$ cat config.mk
export PLATFORM = sky130hd
export DESIGN_NAME = nearest_polyline_segment
export DESIGN_NICKNAME = d
export VERILOG_FILES = /design/src/nps_pkg.sv /design/src/nps_ctrl.sv /design/src/nps_dp.sv /design/src/nearest_polyline_segment.sv
export SDC_FILE = /design/constraint.sdc
export NUM_CORES = 2
export LEC_CHECK = 0
export BUFFER_PORTS_ARGS = -buffer_cell sky130_fd_sc_hd__buf_2
export CAP_MARGIN = 15
export CORE_MARGIN = 4
export CORE_UTILIZATION = 56
export CTS_CLUSTER_DIAMETER = 120
export CTS_CLUSTER_SIZE = 25
export DETAILED_ROUTE_END_ITERATION = 10
export HOLD_SLACK_MARGIN = 0.02
export PLACE_DENSITY_LB_ADDON = 0.3
export SYNTH_ARGS = -nofsm -noshare
export SYNTH_HDL_FRONTEND = slang
export SYNTH_HIERARCHICAL = 1
export SYNTH_SLANG_ARGS = --single-unit
$ cat constraint.sdc
create_clock -name aclk -period 22.5 [get_ports aclk]
set_input_delay 1.125 -clock aclk [delete_from_list [all_inputs] [get_ports aclk]]
set_output_delay 1.125 -clock aclk [all_outputs]
set_load 0.01 [all_outputs]
$ cat src/nps_pkg.sv
// Shared types, widths and codes for the nearest polyline segment block.
package nps_pkg;

    localparam int COORD_BITS  = 24;
    localparam int T_FRAC_BITS = 16;
    localparam int DW          = COORD_BITS + 1;
    localparam int MW          = DW + 1;
    localparam int PW          = 2 * MW;
    localparam int SQW         = 2 * DW;
    localparam int DOTW        = SQW + 1;
    localparam int BESTW       = SQW + 2;
    localparam int IDX_OUT_W   = 11;
    localparam int ST_W        = 2;
    localparam int DIVC_W      = $clog2(T_FRAC_BITS);

    localparam logic [ST_W-1:0] ST_OK       = 2'd0;
    localparam logic [ST_W-1:0] ST_TOO_FEW  = 2'd1;
    localparam logic [ST_W-1:0] ST_OVERFLOW = 2'd2;

    localparam logic [T_FRAC_BITS:0] T_ONE = (T_FRAC_BITS+1)'(1) << T_FRAC_BITS;

    localparam int OP_W = 5;
    localparam logic [OP_W-1:0] OP_NONE   = 5'd0;
    localparam logic [OP_W-1:0] OP_ACCEPT = 5'd1;
    localparam logic [OP_W-1:0] OP_DIFF   = 5'd2;
    localparam logic [OP_W-1:0] OP_LLX    = 5'd3;
    localparam logic [OP_W-1:0] OP_LLY    = 5'd4;
    localparam logic [OP_W-1:0] OP_DOTX   = 5'd5;
    localparam logic [OP_W-1:0] OP_DOTY   = 5'd6;
    localparam logic [OP_W-1:0] OP_DOTSUM = 5'd7;
    localparam logic [OP_W-1:0] OP_TSET   = 5'd8;
    localparam logic [OP_W-1:0] OP_DIV    = 5'd9;
    localparam logic [OP_W-1:0] OP_SCX    = 5'd10;
    localparam logic [OP_W-1:0] OP_QX     = 5'd11;
    localparam logic [OP_W-1:0] OP_QY     = 5'd12;
    localparam logic [OP_W-1:0] OP_EY     = 5'd13;
    localparam logic [OP_W-1:0] OP_EX2    = 5'd14;
    localparam logic [OP_W-1:0] OP_EY2    = 5'd15;
    localparam logic [OP_W-1:0] OP_D2SUM  = 5'd16;
    localparam logic [OP_W-1:0] OP_CMP    = 5'd17;
    localparam logic [OP_W-1:0] OP_WRAP   = 5'd18;
    localparam logic [OP_W-1:0] OP_EMIT   = 5'd19;

    typedef struct packed {
        logic signed [COORD_BITS-1:0] vertex_x;
        logic signed [COORD_BITS-1:0] vertex_y;
        logic signed [COORD_BITS-1:0] query_x;
        logic signed [COORD_BITS-1:0] query_y;
        logic                         closed_loop;
        logic                         last_vertex;
    } in_t;

    typedef struct packed {
        logic [IDX_OUT_W-1:0]         insert_index;
        logic signed [COORD_BITS-1:0] proj_x;
        logic signed [COORD_BITS-1:0] proj_y;
        logic [ST_W-1:0]              status;
    } out_t;

    typedef struct packed {
        logic [OP_W-1:0] op;
    } cmd_t;

    typedef struct packed {
        logic test_seg;
        logic last;
        logic wrap_needed;
        logic div_needed;
        logic out_free;
    } sts_t;

endpackage

$ cat src/nps_ctrl.sv
// Sequencer for the nearest polyline segment block.
module nps_ctrl (
    input  logic          aclk,
    input  logic          aresetn,
    input  logic          s_valid,
    output logic          s_ready,
    input  nps_pkg::sts_t sts,
    output nps_pkg::cmd_t cmd
);

    localparam logic [4:0] S_IDLE   = 5'd0;
    localparam logic [4:0] S_DIFF   = 5'd1;
    localparam logic [4:0] S_LLX    = 5'd2;
    localparam logic [4:0] S_LLY    = 5'd3;
    localparam logic [4:0] S_DOTX   = 5'd4;
    localparam logic [4:0] S_DOTY   = 5'd5;
    localparam logic [4:0] S_DOTSUM = 5'd6;
    localparam logic [4:0] S_TSET   = 5'd7;
    localparam logic [4:0] S_DIV    = 5'd8;
    localparam logic [4:0] S_SCX    = 5'd9;
    localparam logic [4:0] S_QX     = 5'd10;
    localparam logic [4:0] S_QY     = 5'd11;
    localparam logic [4:0] S_EY     = 5'd12;
    localparam logic [4:0] S_EX2    = 5'd13;
    localparam logic [4:0] S_EY2    = 5'd14;
    localparam logic [4:0] S_D2SUM  = 5'd15;
    localparam logic [4:0] S_CMP    = 5'd16;
    localparam logic [4:0] S_POST   = 5'd17;
    localparam logic [4:0] S_EMIT   = 5'd18;

    localparam logic [nps_pkg::DIVC_W-1:0] DIV_LAST =
        nps_pkg::DIVC_W'(nps_pkg::T_FRAC_BITS - 1);

    logic [4:0]                   state_reg, state_next;
    logic [nps_pkg::DIVC_W-1:0]   cnt_reg, cnt_next;
    logic                         wrap_reg, wrap_next;

    always_comb begin
        state_next = state_reg;
        cnt_next   = cnt_reg;
        wrap_next  = wrap_reg;
        cmd.op     = nps_pkg::OP_NONE;
        s_ready    = 1'b0;
        unique case (state_reg)
            S_IDLE: begin
                s_ready = 1'b1;
                if (s_valid) begin
                    cmd.op     = nps_pkg::OP_ACCEPT;
                    state_next = sts.test_seg ? S_DIFF : S_POST;
                end
            end
            S_DIFF:   begin cmd.op = nps_pkg::OP_DIFF;   state_next = S_LLX;    end
            S_LLX:    begin cmd.op = nps_pkg::OP_LLX;    state_next = S_LLY;    end
            S_LLY:    begin cmd.op = nps_pkg::OP_LLY;    state_next = S_DOTX;   end
            S_DOTX:   begin cmd.op = nps_pkg::OP_DOTX;   state_next = S_DOTY;   end
            S_DOTY:   begin cmd.op = nps_pkg::OP_DOTY;   state_next = S_DOTSUM; end
            S_DOTSUM: begin cmd.op = nps_pkg::OP_DOTSUM; state_next = S_TSET;   end
            S_TSET: begin
                cmd.op     = nps_pkg::OP_TSET;
                cnt_next   = '0;
                state_next = sts.div_needed ? S_DIV : S_SCX;
            end
            S_DIV: begin
                cmd.op   = nps_pkg::OP_DIV;
                cnt_next = cnt_reg + 1'b1;
                if (cnt_reg == DIV_LAST) begin
                    state_next = S_SCX;
                end
            end
            S_SCX:    begin cmd.op = nps_pkg::OP_SCX;    state_next = S_QX;     end
            S_QX:     begin cmd.op = nps_pkg::OP_QX;     state_next = S_QY;     end
            S_QY:     begin cmd.op = nps_pkg::OP_QY;     state_next = S_EY;     end
            S_EY:     begin cmd.op = nps_pkg::OP_EY;     state_next = S_EX2;    end
            S_EX2:    begin cmd.op = nps_pkg::OP_EX2;    state_next = S_EY2;    end
            S_EY2:    begin cmd.op = nps_pkg::OP_EY2;    state_next = S_D2SUM;  end
            S_D2SUM:  begin cmd.op = nps_pkg::OP_D2SUM;  state_next = S_CMP;    end
            S_CMP: begin
                cmd.op     = nps_pkg::OP_CMP;
                state_next = wrap_reg ? S_EMIT : S_POST;
            end
            S_POST: begin
                if (!sts.last) begin
                    state_next = S_IDLE;
                end else if (sts.wrap_needed) begin
                    cmd.op     = nps_pkg::OP_WRAP;
                    wrap_next  = 1'b1;
                    state_next = S_DIFF;
                end else begin
                    state_next = S_EMIT;
                end
            end
            S_EMIT: begin
                if (sts.out_free) begin
                    cmd.op     = nps_pkg::OP_EMIT;
                    wrap_next  = 1'b0;
                    state_next = S_IDLE;
                end
            end
            default: state_next = S_IDLE;
        endcase
    end

    always_ff @(posedge aclk) begin
        if (!aresetn) begin
            state_reg <= S_IDLE;
            cnt_reg   <= '0;
            wrap_reg  <= 1'b0;
        end else begin
            state_reg <= state_next;
            cnt_reg   <= cnt_next;
            wrap_reg  <= wrap_next;
        end
    end

endmodule

$ cat src/nps_dp.sv
// Datapath: vertex store, shared multiplier, divider step, best-segment tracking.
module nps_dp #(
    parameter int MAX_VERTICES = 1024
) (
    input  logic           aclk,
    input  logic           aresetn,
    input  nps_pkg::in_t   s_data,
    input  nps_pkg::cmd_t  cmd,
    output nps_pkg::sts_t  sts,
    output logic           m_valid,
    input  logic           m_ready,
    output nps_pkg::out_t  m_data
);

    localparam int CW = $clog2(MAX_VERTICES + 2);
    localparam int IW = $clog2(MAX_VERTICES);
    localparam int CB = nps_pkg::COORD_BITS;
    localparam int TB = nps_pkg::T_FRAC_BITS;
    localparam int DW = nps_pkg::DW;
    localparam int MW = nps_pkg::MW;
    localparam int PW = nps_pkg::PW;
    localparam int SQW = nps_pkg::SQW;
    localparam int DOTW = nps_pkg::DOTW;
    localparam int BESTW = nps_pkg::BESTW;
    localparam logic [CW-1:0] CNT_MAX = CW'(MAX_VERTICES);
    localparam logic [CW-1:0] CNT_TWO = CW'(2);
    localparam logic [PW-1:0] HALF = PW'(1) << (TB - 1);

    logic signed [CB-1:0] first_x_reg, first_y_reg, prev_x_reg, prev_y_reg;
    logic signed [CB-1:0] hq_x_reg, hq_y_reg, a_x_reg, a_y_reg, b_x_reg, b_y_reg;
    logic signed [CB-1:0] qx_reg, qy_reg, best_px_reg, best_py_reg;
    logic [CW-1:0]        count_reg;
    logic [IW-1:0]        idx_reg, best_idx_reg;
    logic                 last_reg, closed_reg, out_valid_reg;
    logic signed [DW-1:0] dx_reg, dy_reg, wx_reg, wy_reg, ex_reg, ey_reg;
    logic signed [PW-1:0] prod_reg;
    logic [SQW-1:0]       l2_reg, r_reg, d2_reg;
    logic signed [DOTW-1:0] dot_reg;
    logic [TB:0]          t_reg;
    logic [BESTW-1:0]     best_dist_reg;
    nps_pkg::out_t        out_reg;

    logic signed [MW-1:0] mul_a, mul_b;
    logic [DW-1:0]        mag_x, mag_y;
    logic                 dot_pos, dot_ge, l2_nz;
    logic [SQW-1:0]       dot_mag;
    logic [SQW:0]         r2;
    logic                 div_bit;
    logic [PW-1:0]        rnd_sum;
    logic [DW-1:0]        rnd_mag;
    logic signed [DW:0]   rnd_s, q_off, q_sum;
    logic                 q_neg;
    logic signed [CB-1:0] q_base;
    logic [nps_pkg::ST_W-1:0] code;
    logic [IW:0]          ins;

    assign mag_x = dx_reg[DW-1] ? DW'(-dx_reg) : DW'(dx_reg);
    assign mag_y = dy_reg[DW-1] ? DW'(-dy_reg) : DW'(dy_reg);

    always_comb begin
        mul_a = '0;
        mul_b = '0;
        unique case (cmd.op)
            nps_pkg::OP_LLX:  begin mul_a = MW'(dx_reg); mul_b = MW'(dx_reg); end
            nps_pkg::OP_LLY:  begin mul_a = MW'(dy_reg); mul_b = MW'(dy_reg); end
            nps_pkg::OP_DOTX: begin mul_a = MW'(wx_reg); mul_b = MW'(dx_reg); end
            nps_pkg::OP_DOTY: begin mul_a = MW'(wy_reg); mul_b = MW'(dy_reg); end
            nps_pkg::OP_SCX: begin
                mul_a = $signed(MW'(t_reg));
                mul_b = $signed(MW'(mag_x));
            end
            nps_pkg::OP_QX: begin
                mul_a = $signed(MW'(t_reg));
                mul_b = $signed(MW'(mag_y));
            end
            nps_pkg::OP_EX2:  begin mul_a = MW'(ex_reg); mul_b = MW'(ex_reg); end
            nps_pkg::OP_EY2:  begin mul_a = MW'(ey_reg); mul_b = MW'(ey_reg); end
            default: ;
        endcase
    end

    assign l2_nz   = (l2_reg != '0);
    assign dot_pos = !dot_reg[DOTW-1] && (dot_reg != '0);
    assign dot_mag = dot_reg[SQW-1:0];
    assign dot_ge  = (dot_mag >= l2_reg);

    assign r2      = {r_reg, 1'b0};
    assign div_bit = (r2 >= {1'b0, l2_reg});

    assign rnd_sum = prod_reg + HALF;
    assign rnd_mag = rnd_sum[TB+DW-1:TB];
    assign rnd_s   = $signed({1'b0, rnd_mag});
    assign q_neg   = (cmd.op == nps_pkg::OP_QY) ? dy_reg[DW-1] : dx_reg[DW-1];
    assign q_base  = (cmd.op == nps_pkg::OP_QY) ? a_y_reg : a_x_reg;
    assign q_off   = q_neg ? -rnd_s : rnd_s;
    assign q_sum   = (DW+1)'(q_base) + q_off;

    always_comb begin
        if (count_reg > CNT_MAX) begin
            code = nps_pkg::ST_OVERFLOW;
        end else if (count_reg < CNT_TWO) begin
            code = nps_pkg::ST_TOO_FEW;
        end else begin
            code = nps_pkg::ST_OK;
        end
    end

    assign ins = {1'b0, best_idx_reg} + 1'b1;

    assign sts.test_seg    = (count_reg != '0) && (count_reg < CNT_MAX);
    assign sts.last        = last_reg;
    assign sts.wrap_needed = closed_reg && (code == nps_pkg::ST_OK);
    assign sts.div_needed  = l2_nz && dot_pos && !dot_ge;
    assign sts.out_free    = !out_valid_reg || m_ready;

    assign m_valid = out_valid_reg;
    assign m_data  = out_reg;

    always_ff @(posedge aclk) begin
        prod_reg <= mul_a * mul_b;
        unique case (cmd.op)
            nps_pkg::OP_ACCEPT: begin
                if (count_reg == '0) begin
                    hq_x_reg    <= s_data.query_x;
                    hq_y_reg    <= s_data.query_y;
                    first_x_reg <= s_data.vertex_x;
                    first_y_reg <= s_data.vertex_y;
                end
                a_x_reg    <= prev_x_reg;
                a_y_reg    <= prev_y_reg;
                b_x_reg    <= s_data.vertex_x;
                b_y_reg    <= s_data.vertex_y;
                prev_x_reg <= s_data.vertex_x;
                prev_y_reg <= s_data.vertex_y;
                idx_reg    <= IW'(count_reg - 1'b1);
                last_reg   <= s_data.last_vertex;
                closed_reg <= s_data.closed_loop;
            end
            nps_pkg::OP_WRAP: begin
                a_x_reg <= prev_x_reg;
                a_y_reg <= prev_y_reg;
                b_x_reg <= first_x_reg;
                b_y_reg <= first_y_reg;
                idx_reg <= IW'(count_reg - 1'b1);
            end
            nps_pkg::OP_DIFF: begin
                dx_reg <= DW'(b_x_reg) - DW'(a_x_reg);
                dy_reg <= DW'(b_y_reg) - DW'(a_y_reg);
                wx_reg <= DW'(hq_x_reg) - DW'(a_x_reg);
                wy_reg <= DW'(hq_y_reg) - DW'(a_y_reg);
            end
            nps_pkg::OP_LLY:    l2_reg  <= SQW'(prod_reg);
            nps_pkg::OP_DOTX:   l2_reg  <= l2_reg + SQW'(prod_reg);
            nps_pkg::OP_DOTY:   dot_reg <= DOTW'(prod_reg);
            nps_pkg::OP_DOTSUM: dot_reg <= dot_reg + DOTW'(prod_reg);
            nps_pkg::OP_TSET: begin
                t_reg <= (l2_nz && dot_pos && dot_ge) ? nps_pkg::T_ONE : '0;
                r_reg <= dot_mag;
            end
            nps_pkg::OP_DIV: begin
                t_reg <= {t_reg[TB-1:0], div_bit};
                r_reg <= div_bit ? SQW'(r2 - {1'b0, l2_reg}) : SQW'(r2);
            end
            nps_pkg::OP_QX: qx_reg <= CB'(q_sum);
            nps_pkg::OP_QY: begin
                qy_reg <= CB'(q_sum);
                ex_reg <= DW'(hq_x_reg) - DW'(qx_reg);
            end
            nps_pkg::OP_EY:    ey_reg <= DW'(hq_y_reg) - DW'(qy_reg);
            nps_pkg::OP_EY2:   d2_reg <= SQW'(prod_reg);
            nps_pkg::OP_D2SUM: d2_reg <= d2_reg + SQW'(prod_reg);
            nps_pkg::OP_CMP: begin
                if (BESTW'(d2_reg) < best_dist_reg) begin
                    best_idx_reg <= idx_reg;
                    best_px_reg  <= qx_reg;
                    best_py_reg  <= qy_reg;
                end
            end
            nps_pkg::OP_EMIT: begin
                out_reg.status <= code;
                if (code == nps_pkg::ST_OK) begin
                    out_reg.insert_index <= nps_pkg::IDX_OUT_W'(ins);
                    out_reg.proj_x       <= best_px_reg;
                    out_reg.proj_y       <= best_py_reg;
                end else begin
                    out_reg.insert_index <= '0;
                    out_reg.proj_x       <= '0;
                    out_reg.proj_y       <= '0;
                end
            end
            default: ;
        endcase
    end

    always_ff @(posedge aclk) begin
        if (!aresetn) begin
            count_reg     <= '0;
            best_dist_reg <= '1;
            out_valid_reg <= 1'b0;
        end else begin
            if (cmd.op == nps_pkg::OP_ACCEPT && count_reg <= CNT_MAX) begin
                count_reg <= count_reg + 1'b1;
            end
            if (cmd.op == nps_pkg::OP_CMP && BESTW'(d2_reg) < best_dist_reg) begin
                best_dist_reg <= BESTW'(d2_reg);
            end
            if (cmd.op == nps_pkg::OP_EMIT) begin
                count_reg     <= '0;
                best_dist_reg <= '1;
                out_valid_reg <= 1'b1;
            end else if (m_ready) begin
                out_valid_reg <= 1'b0;
            end
        end
    end

    a_best_monotonic: assert property (@(posedge aclk) disable iff (!aresetn)
        (cmd.op == nps_pkg::OP_CMP) |=> (best_dist_reg <= $past(best_dist_reg)))
        else $error("best distance grew on a compare");

    a_t_clamped: assert property (@(posedge aclk) disable iff (!aresetn)
        (cmd.op == nps_pkg::OP_SCX) |-> (t_reg <= nps_pkg::T_ONE))
        else $error("projection parameter above one");

    a_count_sat: assert property (@(posedge aclk) disable iff (!aresetn)
        count_reg <= CNT_MAX + 1'b1)
        else $error("vertex count past saturation");

    a_out_from_emit: assert property (@(posedge aclk) disable iff (!aresetn)
        $rose(out_valid_reg) |-> $past(cmd.op == nps_pkg::OP_EMIT))
        else $error("result raised without emit");

endmodule

$ cat src/nearest_polyline_segment.sv
// Nearest polyline segment: vertices stream in one item each; the final item
// yields the insert index, the projected point and a status. A first vertex, or
// one past MAX_VERTICES, is only stored; a vertex that closes a segment runs a
// segment test on the single shared 26x26 multiplier, with the 16-step restoring
// divider for t skipped when the projection clamps. The last item of a closed
// polyline with status OK adds one more segment test for the wrap segment before
// the result is loaded. The result sits in an output register, so a new polyline
// may start while it waits to be taken.
module nearest_polyline_segment #(
    parameter int MAX_VERTICES = 1024
) (
    input  logic          aclk,
    input  logic          aresetn,
    input  logic          s_valid,
    output logic          s_ready,
    input  nps_pkg::in_t  s_data,
    output logic          m_valid,
    input  logic          m_ready,
    output nps_pkg::out_t m_data
);

    nps_pkg::cmd_t cmd;
    nps_pkg::sts_t sts;

    nps_ctrl u_ctrl (
        .aclk    (aclk),
        .aresetn (aresetn),
        .s_valid (s_valid),
        .s_ready (s_ready),
        .sts     (sts),
        .cmd     (cmd)
    );

    nps_dp #(
        .MAX_VERTICES (MAX_VERTICES)
    ) u_dp (
        .aclk    (aclk),
        .aresetn (aresetn),
        .s_data  (s_data),
        .cmd     (cmd),
        .sts     (sts),
        .m_valid (m_valid),
        .m_ready (m_ready),
        .m_data  (m_data)
    );

endmodule

* Word-level counts from Yosys, hierarchy flattened
Cells that the tools add are included.
Widths: inputs -> output; s select.
** Word-level totals
- Register bits after elaboration :: 912
- Input bits :: 102
- Logic and storage cells :: 186
** Cells by class
- Add/subtract/negate cells :: 19
- Multipliers :: 1
- $lt $le $gt $ge :: 7
- Equality and inequality tests :: 43
- Mux-type cells :: 40
- Bitwise gates (word level) :: 1
- Reduce and logical (&&, ||, !) cells :: 35
** Operators with widths (count)
- $pmux 50 s2 :: 3
- $pmux 5 s19 :: 2
- $pmux 26 s7 :: 1
- $pmux 26 s6 :: 1
- $sub 24x24->25 :: 6
- $pmux 51 s2 :: 1
- $add 50x50->50 :: 2
- $pmux 24 s2 :: 2
- $eq 5x4->1 const B :: 16
- $lt 50x52->1 :: 1
- $add 51x51->51 :: 1
- $ge 51x50->1 :: 1
- $mul 26x26->51 :: 1
- $reduce_bool 51->1 :: 1
- $ge 50x50->1 :: 1
- $mux 25 :: 2
- $mux 50 :: 1
- $neg 25->25 :: 2
- $reduce_bool 50->1 :: 1
- $sub 50x50->50 :: 1
- $mux 24 :: 2
- $mux 5 :: 9
- $add 40x16->40 const B :: 1
- $eq 5x3->1 const B :: 8
- 35 further kinds :: 79

* Logic depth before layout (Yosys ltp)
- Depth after elaboration :: 12
- Gate-level depth with buffers :: 50

* By module
The synthesis kept the hierarchy.
** Modules (own cells, without submodules)
- nps_dp :: instances 1, cells an instance 8002, area an instance 78220.0 µm², seq. area each 25914.9 µm²
- nps_ctrl :: instances 1, cells an instance 89, area an instance 674.4 µm², seq. area each 200.2 µm²

* Worst setup path after synthesis
OpenSTA, ideal clock, no wires.
- Kind :: flip-flop to flip-flop
- From :: register u_dp.count_reg[4]
- To :: register u_dp.prod_reg[49]
- Arrival :: 11.056 ns
- Data required time :: 22.373 ns
- Setup slack :: 11.318 ns
- Cell stages (with the launch flop) :: 49
- Path buffers :: 5
- Period minus slack after synthesis :: 11.182 ns
- Path through :: dfxtp_1 -> clkbuf_1 -> nor4_1 -> nand2b_1 -> nor2_1 -> and3_1 -> nor2_1 -> clkbuf_1 -> and2_1 -> a32oi_1 -> o21ai_1 -> a31o_1 -> nor2_1 -> and3_1 -> clkbuf_1 -> nand2_1 -> inv_1 -> clkbuf_1 -> (+13 left out) -> fa_1 -> fa_1 -> inv_1 -> fa_1 -> inv_1 -> ha_1 -> a21oi_1 -> o21bai_1 -> a21o_1 -> o2bb2ai_1 -> a32oi_1 -> a31oi_1 -> a41oi_1 -> o21ai_0 -> a2111oi_0 -> nand2b_1 -> o21ai_0 -> xor2_1
** RTL lines
- start: declaration :: RTL line nps_dp.sv:32 : logic [CW-1:0] count_reg;
- start signal: assignment :: RTL line nps_dp.sv:202 : count_reg <= count_reg + 1'b1;
- end signal: assignment :: RTL line nps_dp.sv:120 : prod_reg <= mul_a * mul_b;
- end: declaration :: RTL line nps_dp.sv:36 : logic signed [PW-1:0] prod_reg;

==> metrics.md <==
| Metric | Value |
|---|---|
| Clk buf depth | `3` |
| EDFF count, synth | `787` |
| CTS HTree Levels | `2` |
| Final setup viols | `0` |
| R2r setup slk | `9530 ps` |
| Mapped Cells | `8091` |
| Kind of critical path | `reg2reg` |
| Sequential-to-total area share from yosys stat | `33.1%` |
| P_int | `5.28 mW` |
| Hold buffers post-CTS | `0` |
| Leading post-synthesis cells by cell area | `edfxtp_1 30%, fa_1 18%, ha_1 9.8%` |
| Worst slew margin | `14.6%` |
| Crit path DAT | `13600 ps` |
| Synth Area in Adders | `27.5%` |
| Top routing layer in use | `met4` |
| Most used flip-flop cell after synthesis | `edfxtp_1` |
| Gr usage total | `31.7%` |
| First-pass GRT wire length | `359 mm` |
| Synth Area in Simple Gates | `13.9%` |
| Crit path from | `u_dp/count_reg[4]` |
| Dpl hpwl | `183 mm` |
| Worst clock skew | `55.5 ps` |
| Clock sinks | `911` |
| NetSw | `4.92 mW` |
| Max-cap violation count | `0` |
| XOR/XNOR share of the synthesized area | `4.91%` |
| Worst-Margin Slew | `1280 ps` |
| Final wirelength | `234 mm` |
| Crit end category | `register` |
| Net Sw Frac | `48.2%` |
| Largest net degree at the start of global routing | `102` |
| Worst Path Required | `23120 ps` |
| Worst path max stage delay | `720 ps` |
| Final period util | `57.7%` |
| Multi-input gate area | `0.0479 sq mm` |
| Highest Clock Rate | `77.1 MHz` |
| Reg2reg end | `u_dp/prod_reg[49]` |
| Row cnt | `137` |
| Initial antenna violation count | `5` |
| Min Tclk post-route | `12970 ps` |
| Mapped Avg Cell Area | `9.75 sq um` |
| Ys async rst share | `0%` |
| Antenna-violating nets left | `0` |
| Yosys top cell area share | `30.0%` |
| Delay-heaviest family, CP | `simple AND/OR/NAND/NOR gates` |
| Post-synthesis compound-gate area fraction | `13.0%` |
| P&R area growth vs syn | `5.79%` |
| Most frequent cells after synthesis | `1088 x inv_1, 894 x nand2_1, 787 x edfxtp_1` |
| Layout cells sized above 1 | `5.71%` |
| Via count | `60700` |
| Startpoint types | `register` |
| PostCTS Resize Cnt | `0` |
| Pleak | `37.1 nW` |
| Setup TNS | `0 ps` |
| Filler Cells Inserted | `11600` |
| Worst-path fanout max | `39` |
| DR pass1 iterations | `8` |
| Met2 Wirelength | `108 mm` |
| WHS Endpoint | `u_dp/a_y_reg[10]` |
| Worst min path class | `reg2reg` |
| Core box area | `0.140 sq mm` |
| Worst-path clk slew | `110 ps` |
| Worst Path Buf+Inv | `5` |
| Hold Vio Cnt, Final | `0` |
| Most numerous cell in the Yosys netlist | `inv_1` |
| Final Net Count | `9552` |
| Drt via density | `6.05` |
| Biggest area consumer among synthesized cells | `edfxtp_1` |
| Hold wc startpoint | `u_dp/prev_y_reg[10]` |
| Die width | `383 microns` |
| Synth Cell Area | `0.0789 sq mm` |
| Register Area | `0.0261 sq mm` |
| CTS tree | `built` |
| RSZ-0062 raised after global routing | `no` |
| Status | `complete, no violations` |
| Iter 0 DRT Violations | `6281` |
| VDD IR-drop max | `105 uV` |
| Met3 routed WL | `20.0 mm` |
| Routed met1 length | `90.9 mm` |
| Comb pwr share | `60.9%` |
| Post-CTS Setup Bufs | `0` |
| Yosys Warn Count | `6` |
| Pwr Density | `122 mW/mm^2` |
| Syn nets | `9508` |
| Total gr overflow | `0` |
| TritonCTS Buffers | `43` |
| WL/cell | `23.3 microns` |
| Reg2reg path depth | `39` |
| Root Buffer | `clkbuf_16` |
| Routability cong. | `1.02` |
| CP max stage cell | `and3_1` |
| Later-pin clock latency in the skew report | `700 ps` |
| Worst hold path cell count | `0` |
| Largest family of logic cells by synthesized area | `adder cells` |
| Slew Limit Fails | `0` |
| Max reg flops | `61` |
| I/O pin total | `165` |
| DRC viols | `0` |
| Initial Util | `56.5%` |
| DIE HEIGHT | `383 microns` |
| Reg-to-Reg Start | `u_dp/count_reg[4]` |
| Die ar. | `0.147 sq mm` |
| Vias in the first global route | `60900` |
| Distinct cells, synth | `93` |
| Total power | `10.2 mW` |
| Flop pwr share | `29.8%` |
| Yosys reg bits | `911` |
| Critical path's most frequent cell | `fa_1` |
| Mux contribution to synthesized area | `0.972%` |
| Clock power frac | `9.3%` |
| Port buffer count | `164` |
## kinds of logic after synthesis
family	count (synthesis)
fa+ha+maj	1315
flops	911
xor+xnor	442
buf+inv	1370
simple gates	2360
compound gates	1623
mux	70
## power groups by stage
| stage | clock network, mW | logic, mW | registers, mW |
|---|---|---|---|
| 6_report | 0.946 | 6.21 | 3.04 |
| 2_1_floorplan | 0 | 4.25 | 2.90 |
| 4_1_cts | 0.966 | 6.10 | 3.03 |
| 3_5_place_dp | 0 | 6.05 | 3.07 |
| 5_1_grt | 1.03 | 6.78 | 3.07 |
| 3_3_place_gp | 0 | 5.91 | 3.06 |
## worst register-to-register path: cells and delay by family (launching register included)
family,cells,cell delay [ps]
xor gates and xnor gates,1,180
DFF,1,410
adders and majority gates,8,3840
buffers and inverters,5,820
and+or+nand+nor,16,4970
AOI/OAI and AO/OA,9,2710
## stage by stage
stage               instance area [sq um]  worst slack, ps  util (%)  hold slack, ps  cells
finish                              83500             9530      59.7             385  10000
global placement                    82100            10110      58.8             401   9965
global route                        83500             8520      59.7             396  10000
floorplan                           78900            11320         -             400   8091
detailed placement                  82100             9700      58.8             405   9965
CTS                                 83400             9680      59.7             383  10000
## cells in the final DEF, fill, tap and decap left out, types with 200 or more instances in the layout
cell	count
nor2_1	541
inv_1	1084
xnor2_1	286
o21ai_0	448
ha_1	618
a21o_1	200
nand2_1	890
edfxtp_1	787
fa_1	697
a21oi_1	389
## final cells by class
cell class / instances / area share (%)
Timing Repair Buffer: 278 / 2.01
Clock inverter: 7 / 0.145
Tap cell: 1876 / 2.81
Multi-Input combinational cell: 5810 / 57.4
Sequential cell: 911 / 31.3
Inverter: 1091 / 4.91
Clock buffer: 66 / 1.46
Antenna cell: 5 / 0.0150
## worst max-delay path by stage
stage,to,cells past startpoint
2_1_floorplan,u_dp/prod_reg[49],48
3_3_place_gp,u_dp/prod_reg[49],39
3_5_place_dp,u_dp/prod_reg[49],39
4_1_cts,u_dp/prod_reg[49],39
5_1_grt,u_dp/prod_reg[49],43
6_report,u_dp/prod_reg[49],39
## metal layers
| metal | track usage [%] | vias up |
|---|---|---|
| met5 | 0 | - |
| met4 | 16.6 | 0 |
| met3 | 5.06 | 638 |
| met2 | 51.7 | 2903 |
| met1 | 41.1 | 29500 |
| li1 | - | 27700 |
Note: power is estimated with default switching activity, not from simulation.
